### src/hdl/ssched_pkg.sv
// ----------------------------------------------------------------------------
// ssched_pkg
// Types and constants shared by the steering speed scheduler.
// ----------------------------------------------------------------------------
package ssched_pkg;

    localparam int TURN_LIMIT_MAX  = 1000;
    localparam int GATE_MARGIN     = 0;
    localparam int MIN_WHEEL_SPEED = 0;
    localparam int SPEED_TUNE_MAX  = 4095;

    localparam int SPD_W  = 12;
    localparam int DUTY_W = 14;
    localparam int IDX_W  = 3;
    localparam int TW     = $clog2(TURN_LIMIT_MAX + 1);
    localparam int QW     = SPD_W;
    localparam int N1_W   = SPD_W + 2 * TW;
    localparam int D1_W   = 2 * TW;
    localparam int N2_W   = SPD_W + TW;
    localparam int D2_W   = TW;
    localparam int SW     = SPD_W + 3;

    localparam logic [IDX_W-1:0] REG_SPEED_FLOOR   = 3'd0;
    localparam logic [IDX_W-1:0] REG_SPEED_CEILING = 3'd1;
    localparam logic [IDX_W-1:0] REG_SAFETY_MODE   = 3'd2;
    localparam logic [IDX_W-1:0] REG_SAFETY_CAP    = 3'd3;
    localparam logic [IDX_W-1:0] REG_SERVO_CENTER  = 3'd4;
    localparam logic [IDX_W-1:0] REG_SERVO_MIN     = 3'd5;
    localparam logic [IDX_W-1:0] REG_SERVO_MAX     = 3'd6;
    localparam logic [IDX_W-1:0] REG_DIFF_GAIN     = 3'd7;

    localparam logic [1:0] MODE_NORMAL = 2'd0;
    localparam logic [1:0] MODE_CAPPED = 2'd1;
    localparam logic [1:0] MODE_STOP   = 2'd2;
    // unused encoding, behaves as normal
    localparam logic [1:0] MODE_SPARE  = 2'd3;

    typedef struct packed {
        logic          high;
        logic [TW-1:0] turn;
        logic [TW-1:0] lim;
    } front_t;

    typedef struct packed {
        logic                 high;
        logic                 limz;
        logic [TW-1:0]        turn;
        logic [SPD_W+TW-1:0]  st;
        logic [D1_W-1:0]      d1;
        logic [N2_W-1:0]      n2;
        logic [D2_W-1:0]      d2;
    } prod_t;

    typedef struct packed {
        logic             high;
        logic             limz;
        logic [N1_W-1:0]  r1;
        logic [D1_W-1:0]  d1;
        logic [QW-1:0]    q1;
        logic [N2_W-1:0]  r2;
        logic [D2_W-1:0]  d2;
        logic [QW-1:0]    q2;
    } div_t;

endpackage

### src/hdl/steering_speed_scheduler.sv
// ----------------------------------------------------------------------------
// steering_speed_scheduler
// Turns a servo duty sample into base and left/right wheel target speeds.
// ----------------------------------------------------------------------------
// usage: a servo_duty transaction on in_valid/in_ready yields one result
// transaction (base_speed, left_wheel, right_wheel, stopped) on
// out_valid/out_ready, in order.
// stages: input decode, two multiplier stages, twelve restoring divider
// stages (one quotient bit each, both divisions side by side) and the
// output register. one sample can enter every cycle unless the output stalls.
// registers are written on cfg_valid/cfg_ready (always ready) with cfg_index
// and cfg_data; the user makes writes only with the pipeline empty (unchecked).
// reset clears all valid bits and loads the register defaults.
// when the receiver stalls, the whole pipeline holds and in_ready drops
// for as long as the output register is full and out_ready is low.
// ----------------------------------------------------------------------------
module steering_speed_scheduler (
    input  logic                             clk,
    input  logic                             rst_n,
    input  logic                             cfg_valid,
    output logic                             cfg_ready,
    input  logic [ssched_pkg::IDX_W-1:0]     cfg_index,
    input  logic [ssched_pkg::DUTY_W-1:0]    cfg_data,
    input  logic                             in_valid,
    output logic                             in_ready,
    input  logic [ssched_pkg::DUTY_W-1:0]    servo_duty,
    output logic                             out_valid,
    input  logic                             out_ready,
    output logic [ssched_pkg::SPD_W-1:0]     base_speed,
    output logic [ssched_pkg::SPD_W-1:0]     left_wheel,
    output logic [ssched_pkg::SPD_W-1:0]     right_wheel,
    output logic                             stopped
);

    localparam int SPD_W  = ssched_pkg::SPD_W;
    localparam int DUTY_W = ssched_pkg::DUTY_W;
    localparam int TW     = ssched_pkg::TW;
    localparam int QW     = ssched_pkg::QW;
    localparam int N1_W   = ssched_pkg::N1_W;
    localparam int N2_W   = ssched_pkg::N2_W;
    localparam int SW     = ssched_pkg::SW;

    logic [SPD_W-1:0]  speed_floor_reg;
    logic [SPD_W-1:0]  speed_ceiling_reg;
    logic [1:0]        safety_mode_reg;
    logic [SPD_W-1:0]  safety_cap_reg;
    logic [DUTY_W-1:0] servo_center_reg;
    logic [DUTY_W-1:0] servo_min_reg;
    logic [DUTY_W-1:0] servo_max_reg;
    logic [SPD_W-1:0]  diff_gain_reg;

    logic adv;

    ssched_pkg::front_t front_reg, front_next;
    logic               front_vld_reg;
    ssched_pkg::prod_t  prod_reg, prod_next;
    logic               prod_vld_reg;
    ssched_pkg::div_t   div_reg [0:QW];
    ssched_pkg::div_t   div_next [0:QW];
    logic [QW:0]        div_vld_reg;

    logic [SPD_W-1:0] base_reg, base_next;
    logic [SPD_W-1:0] left_reg, left_next;
    logic [SPD_W-1:0] right_reg, right_next;
    logic             stopped_reg, stopped_next;
    logic             out_vld_reg;

    // derived speed limits; the user keeps them static while items are in flight
    logic signed [SW-1:0] ceil_s, flr_s, span_s, oc_s;

    assign cfg_ready = 1'b1;
    assign adv       = !out_vld_reg || out_ready;
    assign in_ready  = adv;

    always_ff @(posedge clk or negedge rst_n)
    begin
        if (!rst_n)
        begin
            speed_floor_reg   <= '0;
            speed_ceiling_reg <= SPD_W'(1000);
            safety_mode_reg   <= ssched_pkg::MODE_NORMAL;
            safety_cap_reg    <= '0;
            servo_center_reg  <= DUTY_W'(8192);
            servo_min_reg     <= DUTY_W'(7192);
            servo_max_reg     <= DUTY_W'(9192);
            diff_gain_reg     <= SPD_W'(200);
        end
        else if (cfg_valid)
        begin
            case (cfg_index)
                ssched_pkg::REG_SPEED_FLOOR:   speed_floor_reg   <= cfg_data[SPD_W-1:0];
                ssched_pkg::REG_SPEED_CEILING: speed_ceiling_reg <= cfg_data[SPD_W-1:0];
                ssched_pkg::REG_SAFETY_MODE:   safety_mode_reg   <= cfg_data[1:0];
                ssched_pkg::REG_SAFETY_CAP:    safety_cap_reg    <= cfg_data[SPD_W-1:0];
                ssched_pkg::REG_SERVO_CENTER:  servo_center_reg  <= cfg_data;
                ssched_pkg::REG_SERVO_MIN:     servo_min_reg     <= cfg_data;
                ssched_pkg::REG_SERVO_MAX:     servo_max_reg     <= cfg_data;
                ssched_pkg::REG_DIFF_GAIN:     diff_gain_reg     <= cfg_data[SPD_W-1:0];
                default: ;
            endcase
        end
    end

    always_comb
    begin
        ceil_s = SW'($signed({1'b0, speed_ceiling_reg}));
        if (ceil_s < SW'(ssched_pkg::MIN_WHEEL_SPEED))
            ceil_s = SW'(ssched_pkg::MIN_WHEEL_SPEED);
        if (ceil_s > SW'(ssched_pkg::SPEED_TUNE_MAX))
            ceil_s = SW'(ssched_pkg::SPEED_TUNE_MAX);
        flr_s = SW'($signed({1'b0, speed_floor_reg}));
        if (flr_s < SW'(ssched_pkg::MIN_WHEEL_SPEED))
            flr_s = SW'(ssched_pkg::MIN_WHEEL_SPEED);
        else if (flr_s > ceil_s)
            flr_s = ceil_s;
        span_s = ceil_s - flr_s;
        if (span_s < 0)
            span_s = '0;
        oc_s = ceil_s - SW'(ssched_pkg::GATE_MARGIN);
        if (safety_mode_reg == ssched_pkg::MODE_CAPPED
            && SW'($signed({1'b0, safety_cap_reg})) < oc_s)
            oc_s = SW'($signed({1'b0, safety_cap_reg}));
        if (oc_s < SW'(ssched_pkg::MIN_WHEEL_SPEED))
            oc_s = SW'(ssched_pkg::MIN_WHEEL_SPEED);
        if (oc_s > SW'(ssched_pkg::SPEED_TUNE_MAX))
            oc_s = SW'(ssched_pkg::SPEED_TUNE_MAX);
    end

    // stage 0: side, offset and travel limit
    always_comb
    begin
        logic [DUTY_W-1:0]     turn_raw;
        logic signed [DUTY_W+1:0] lim_raw;
        front_next.high = servo_duty > servo_center_reg;
        if (front_next.high)
        begin
            turn_raw = servo_duty - servo_center_reg;
            lim_raw  = $signed({2'b00, servo_max_reg}) - $signed({2'b00, servo_center_reg});
        end
        else
        begin
            turn_raw = servo_center_reg - servo_duty;
            lim_raw  = $signed({2'b00, servo_center_reg}) - $signed({2'b00, servo_min_reg});
        end
        if (lim_raw < 0)
            lim_raw = '0;
        if (lim_raw > (DUTY_W+2)'(ssched_pkg::TURN_LIMIT_MAX))
            lim_raw = (DUTY_W+2)'(ssched_pkg::TURN_LIMIT_MAX);
        front_next.lim = TW'(lim_raw);
        if ({2'b00, turn_raw} > lim_raw)
            front_next.turn = TW'(lim_raw);
        else
            front_next.turn = TW'(turn_raw);
    end

    // stage 1: first products
    always_comb
    begin
        prod_next.high = front_reg.high;
        prod_next.limz = front_reg.lim == '0;
        prod_next.turn = front_reg.turn;
        prod_next.st   = SPD_W'(span_s) * front_reg.turn;
        prod_next.d1   = front_reg.lim * front_reg.lim;
        prod_next.n2   = diff_gain_reg * front_reg.turn;
        prod_next.d2   = front_reg.lim;
    end

    // stage 2 and divider stages, one quotient bit per stage
    always_comb
    begin
        logic [N1_W-1:0] sh1;
        logic [N2_W-1:0] sh2;
        div_next[0].high = prod_reg.high;
        div_next[0].limz = prod_reg.limz;
        div_next[0].r1   = prod_reg.st * prod_reg.turn;
        div_next[0].d1   = prod_reg.d1;
        div_next[0].q1   = '0;
        div_next[0].r2   = prod_reg.n2;
        div_next[0].d2   = prod_reg.d2;
        div_next[0].q2   = '0;
        for (int i = 0; i < QW; i++)
        begin
            div_next[i+1] = div_reg[i];
            sh1 = N1_W'(div_reg[i].d1) << (QW - 1 - i);
            sh2 = N2_W'(div_reg[i].d2) << (QW - 1 - i);
            if (div_reg[i].r1 >= sh1)
            begin
                div_next[i+1].r1 = div_reg[i].r1 - sh1;
                div_next[i+1].q1[QW-1-i] = 1'b1;
            end
            if (div_reg[i].r2 >= sh2)
            begin
                div_next[i+1].r2 = div_reg[i].r2 - sh2;
                div_next[i+1].q2[QW-1-i] = 1'b1;
            end
        end
    end

    // output stage: gating, differential, wheel clamps and forced stop
    always_comb
    begin
        logic signed [SW-1:0] sched, tar, diff, lft, rgt;
        if (div_reg[QW].limz)
        begin
            sched = ceil_s;
            diff  = '0;
        end
        else
        begin
            sched = ceil_s - SW'($signed({1'b0, div_reg[QW].q1}));
            diff  = SW'($signed({1'b0, div_reg[QW].q2}));
        end
        tar = (sched > oc_s) ? oc_s : sched;
        if (div_reg[QW].high)
        begin
            lft = tar + diff;
            rgt = tar - diff;
        end
        else
        begin
            lft = tar - diff;
            rgt = tar + diff;
        end
        if (lft > oc_s)
            lft = oc_s;
        else if (lft < SW'(ssched_pkg::MIN_WHEEL_SPEED))
            lft = SW'(ssched_pkg::MIN_WHEEL_SPEED);
        if (rgt > oc_s)
            rgt = oc_s;
        else if (rgt < SW'(ssched_pkg::MIN_WHEEL_SPEED))
            rgt = SW'(ssched_pkg::MIN_WHEEL_SPEED);
        if (safety_mode_reg == ssched_pkg::MODE_STOP)
        begin
            base_next    = '0;
            left_next    = '0;
            right_next   = '0;
            stopped_next = 1'b1;
        end
        else
        begin
            base_next    = (tar < 0) ? '0 : SPD_W'(tar);
            left_next    = (lft < 0) ? '0 : SPD_W'(lft);
            right_next   = (rgt < 0) ? '0 : SPD_W'(rgt);
            stopped_next = 1'b0;
        end
    end

    always_ff @(posedge clk or negedge rst_n)
    begin
        if (!rst_n)
        begin
            front_vld_reg <= 1'b0;
            prod_vld_reg  <= 1'b0;
            div_vld_reg   <= '0;
            out_vld_reg   <= 1'b0;
        end
        else if (adv)
        begin
            front_vld_reg <= in_valid;
            prod_vld_reg  <= front_vld_reg;
            div_vld_reg   <= {div_vld_reg[QW-1:0], prod_vld_reg};
            out_vld_reg   <= div_vld_reg[QW];
        end
    end

    always_ff @(posedge clk)
    begin
        if (adv)
        begin
            front_reg   <= front_next;
            prod_reg    <= prod_next;
            for (int i = 0; i <= QW; i++)
                div_reg[i] <= div_next[i];
            base_reg    <= base_next;
            left_reg    <= left_next;
            right_reg   <= right_next;
            stopped_reg <= stopped_next;
        end
    end

    assign out_valid    = out_vld_reg;
    assign base_speed   = base_reg;
    assign left_wheel   = left_reg;
    assign right_wheel  = right_reg;
    assign stopped      = stopped_reg;

endmodule

### config.mk
export PLATFORM = sky130hd
export DESIGN_NAME = steering_speed_scheduler
export DESIGN_NICKNAME = d
export VERILOG_FILES = /design/src/hdl/ssched_pkg.sv /design/src/hdl/steering_speed_scheduler.sv
export SDC_FILE = /design/constraint.sdc
export NUM_CORES = 2
export LEC_CHECK = 0
export CORE_ASPECT_RATIO = 1.25
export CORE_UTILIZATION = 40
export DETAILED_ROUTE_END_ITERATION = 8
export DONT_BUFFER_PORTS = 1
export PLACE_DENSITY_LB_ADDON = 0.05
export REMOVE_ABC_BUFFERS = 1
export SETUP_SLACK_MARGIN = 0.2
export SYNTH_ARGS = -nofsm -noshare
export SYNTH_HDL_FRONTEND = slang
export SYNTH_SLANG_ARGS = --single-unit
### constraint.sdc
create_clock -name clk -period 118.5 [get_ports clk]
set_input_delay 35.55 -clock clk [delete_from_list [all_inputs] [get_ports clk]]
set_output_delay 35.55 -clock clk [all_outputs]
set_load 0.03 [all_outputs]
==> flow_summary.json <==
{
  "yosysWarnings": 0,
  "gp_congestion": 0.912,
  "layout_commonest_cell": "edfxtp_1",
  "synth_enable_flop_cells": 1308,
  "synth_simple_gate_area_share_pct": 12.4,
  "avgSynthCellArea_um2": 11.0,
  "drt_wl_total_mm": 227,
  "insertion_delay_ns": 0.81,
  "synth_xor_area_share_pct": 4.79,
  "path_buf_inv": 0,
  "drv_cap": 0,
  "grt_start_max_net_pins": 151,
  "via_count": 59900,
  "crit_type": "in -> out",
  "ys_top_cells_by_area": "edfxtp_1, ha_1, fa_1, inv_1, nand2_1",
  "yosys.area_share.adder_pct": 18.7,
  "start_kind": "input pin",
  "setup_tns_ns": 0,
  "clock.fmax_mhz": 13.9,
  "row_count": 195,
  "final_cell_mix": "edfxtp_1, inv_1, ha_1",
  "viasPerCell": 5.25,
  "netlist_instances": 8304,
  "grt-ovfl-total": 0,
  "min_from": "div_reg[0][780]",
  "tritoncts": "built",
  "io_pins": 76,
  "synth_compound_gate_area_share_pct": 10.5,
  "cp.arrival_ns": 36.18,
  "largest_reg_flops": 1166,
  "clk_pin_slew_ns": 0.06,
  "grt_pass1_wl_mm": 351,
  "synthDistinctLibCells": 96,
  "crit_start": "out_ready",
  "muxShareOfSynthArea_pct": 2.86,
  "slowest_stage": "nand2b_4",
  "ys_seq_area_share_pct": 45.9,
  "grt_pass1_vias": 62100,
  "fin_nets": 9508,
  "crit_family": "simple AND/OR/NAND/NOR gates",
  "numClockSinks": 1416,
  "fin_skew_ns": 0.0364,
  "dpl.hpwl_mm": 177,
  "die_area_um2": 231000,
  "critPathMaxStageDelay_ns": 0.62,
  "yosys.area.top_type_share_pct": 42.9,
  "post-route-min-period_ns": 71.73,
  "setup_viol": 0,
  "rsz0062_at_grt": "false",
  "ctsHoldBuffers": 0,
  "drc": 0,
  "finalHoldViolations": 0,
  "area_delta_synth_final_pct": 9.39,
  "crit_chain": "nand2b_4",
  "post_cts_resized": 0,
  "r2r_start": "speed_ceiling_reg[1]",
  "first_pass_iters": 8,
  "finalCritPeriodShare_pct": 60.5,
  "status": "finished, final reports clean",
  "port_buffers": 0,
  "cts_buffers": 164,
  "drive_gt1_share_pct": 6.70,
  "die_w_um": 430,
  "crit_fanout": 50,
  "drtIter0Drc": 2892,
  "grt_usage_pct": 19.5,
  "worst_slew_pin_slew_ns": 1.21,
  "core_area_um2": 227000,
  "syn_area_um2": 91500,
  "htree_num_levels": 4,
  "async_flop_share_pct": 7.63,
  "ant_nets": 0,
  "antenna_found_initial": 5,
  "synth_top_family_by_area": "adder cells",
  "cp-end-kind": "output pin",
  "fp.dieH_um": 537,
  "hold_class": "reg -> reg",
  "post_cts_buffers": 0,
  "ys_ff_latch": 1416,
  "crit_required_ns": 82.95,
  "start_util_pct": 40.4,
  "slew_violations": 0,
  "cts_root_buf": "clkbuf_16",
  "n_fill_cell": 21200,
  "cts_buffer_depth": 4,
  "synthFlopType": "edfxtp_1",
  "slew_headroom_pct": 18.7,
  "wl_per_cell_um": 19.9,
  "synth_top_cell_by_area": "edfxtp_1"
}
final timing paths:
kind                                              to  slack, ns  depth (start not counted)
worst max-delay path                        in_ready      46.77                          1
worst min-delay path                  div_reg[1][10]       0.41                          0
worst max register to register          prod_reg[73]     107.93                         39
worst min register to register        div_reg[1][10]       0.41                          0
max in group asynchronous       speed_ceiling_reg[3]      83.75                          0
min in group asynchronous              front_vld_reg      34.44                          0
cells in the mapped netlist (all sizes together), types with 61 or more instances:
cell type	number
edfxtp	1308
inv	981
ha	758
nand2	735
nor2	492
a21oi	468
fa	379
o21ai	338
xnor2	315
and2	232
xor2	186
clkbuf	178
mux2	175
nor3	157
a21o	151
nand3	110
nor2b	88
dfrtp	86
nand2b	84
nor4	75
nand4	65
mux2i	63
o21a	61
kinds of logic after synthesis:
group,Yosys count
AOI/OAI and AO/OA,1511
and+or+nand+nor,2309
DFF,1416
xor gates and xnor gates,501
muxes,238
adders and majority gates,1139
buffers and inverters,1189
other,1
stage by stage:
stage               cells  setup WS, ns  hold WS (ns)  utilization [%]  area, um2
floorplan            8102         15.75         0.400                -      90700
global placement    11100         46.78         0.400             41.9      95000
detailed placement  11100         46.75         0.405             41.9      95000
CTS                 11400         46.75         0.406             44.2     100000
global route        11400         46.69         0.409             44.2     100000
finish              11400         46.77         0.407             44.2     100000
per-layer routing:
layer | routed length, um | vias to the layer above | GRT usage, %
li1 | - | 29300 | -
met1 | 87900 | 29400 | 21.2
met2 | 124000 | 829 | 38.1
met5 | 0 | - | 0
met4 | 8950 | 0 | 7.62
met3 | 6160 | 372 | 2.12
layout make-up:
cell class	count	area, um2	area share [%]
Inverter	983	3690	3.69
Multi-Input combinational cell	5703	45100	45.1
Sequential cell	1416	42000	42.0
Clock buffer	205	4430	4.42
Clock inverter	75	674	0.674
Tap cell	2955	3700	3.69
Timing Repair Buffer	67	515	0.515
Antenna cell	3	7.51	0.00750
worst register-to-register path: cells and delay by family (launching register included):
| family | cells | cell delay [ns] |
|---|---|---|
| compound gates | 18 | 3.92 |
| fa+ha+maj | 9 | 3.52 |
| simple gates | 7 | 1.59 |
| flops | 1 | 0.58 |
| buf+inv | 4 | 0.52 |
| xor+xnor | 1 | 0.12 |
Power is left out: the tool's default activity adds up to more than one toggle a clock period on the data nets, which glitch-free logic cannot reach.
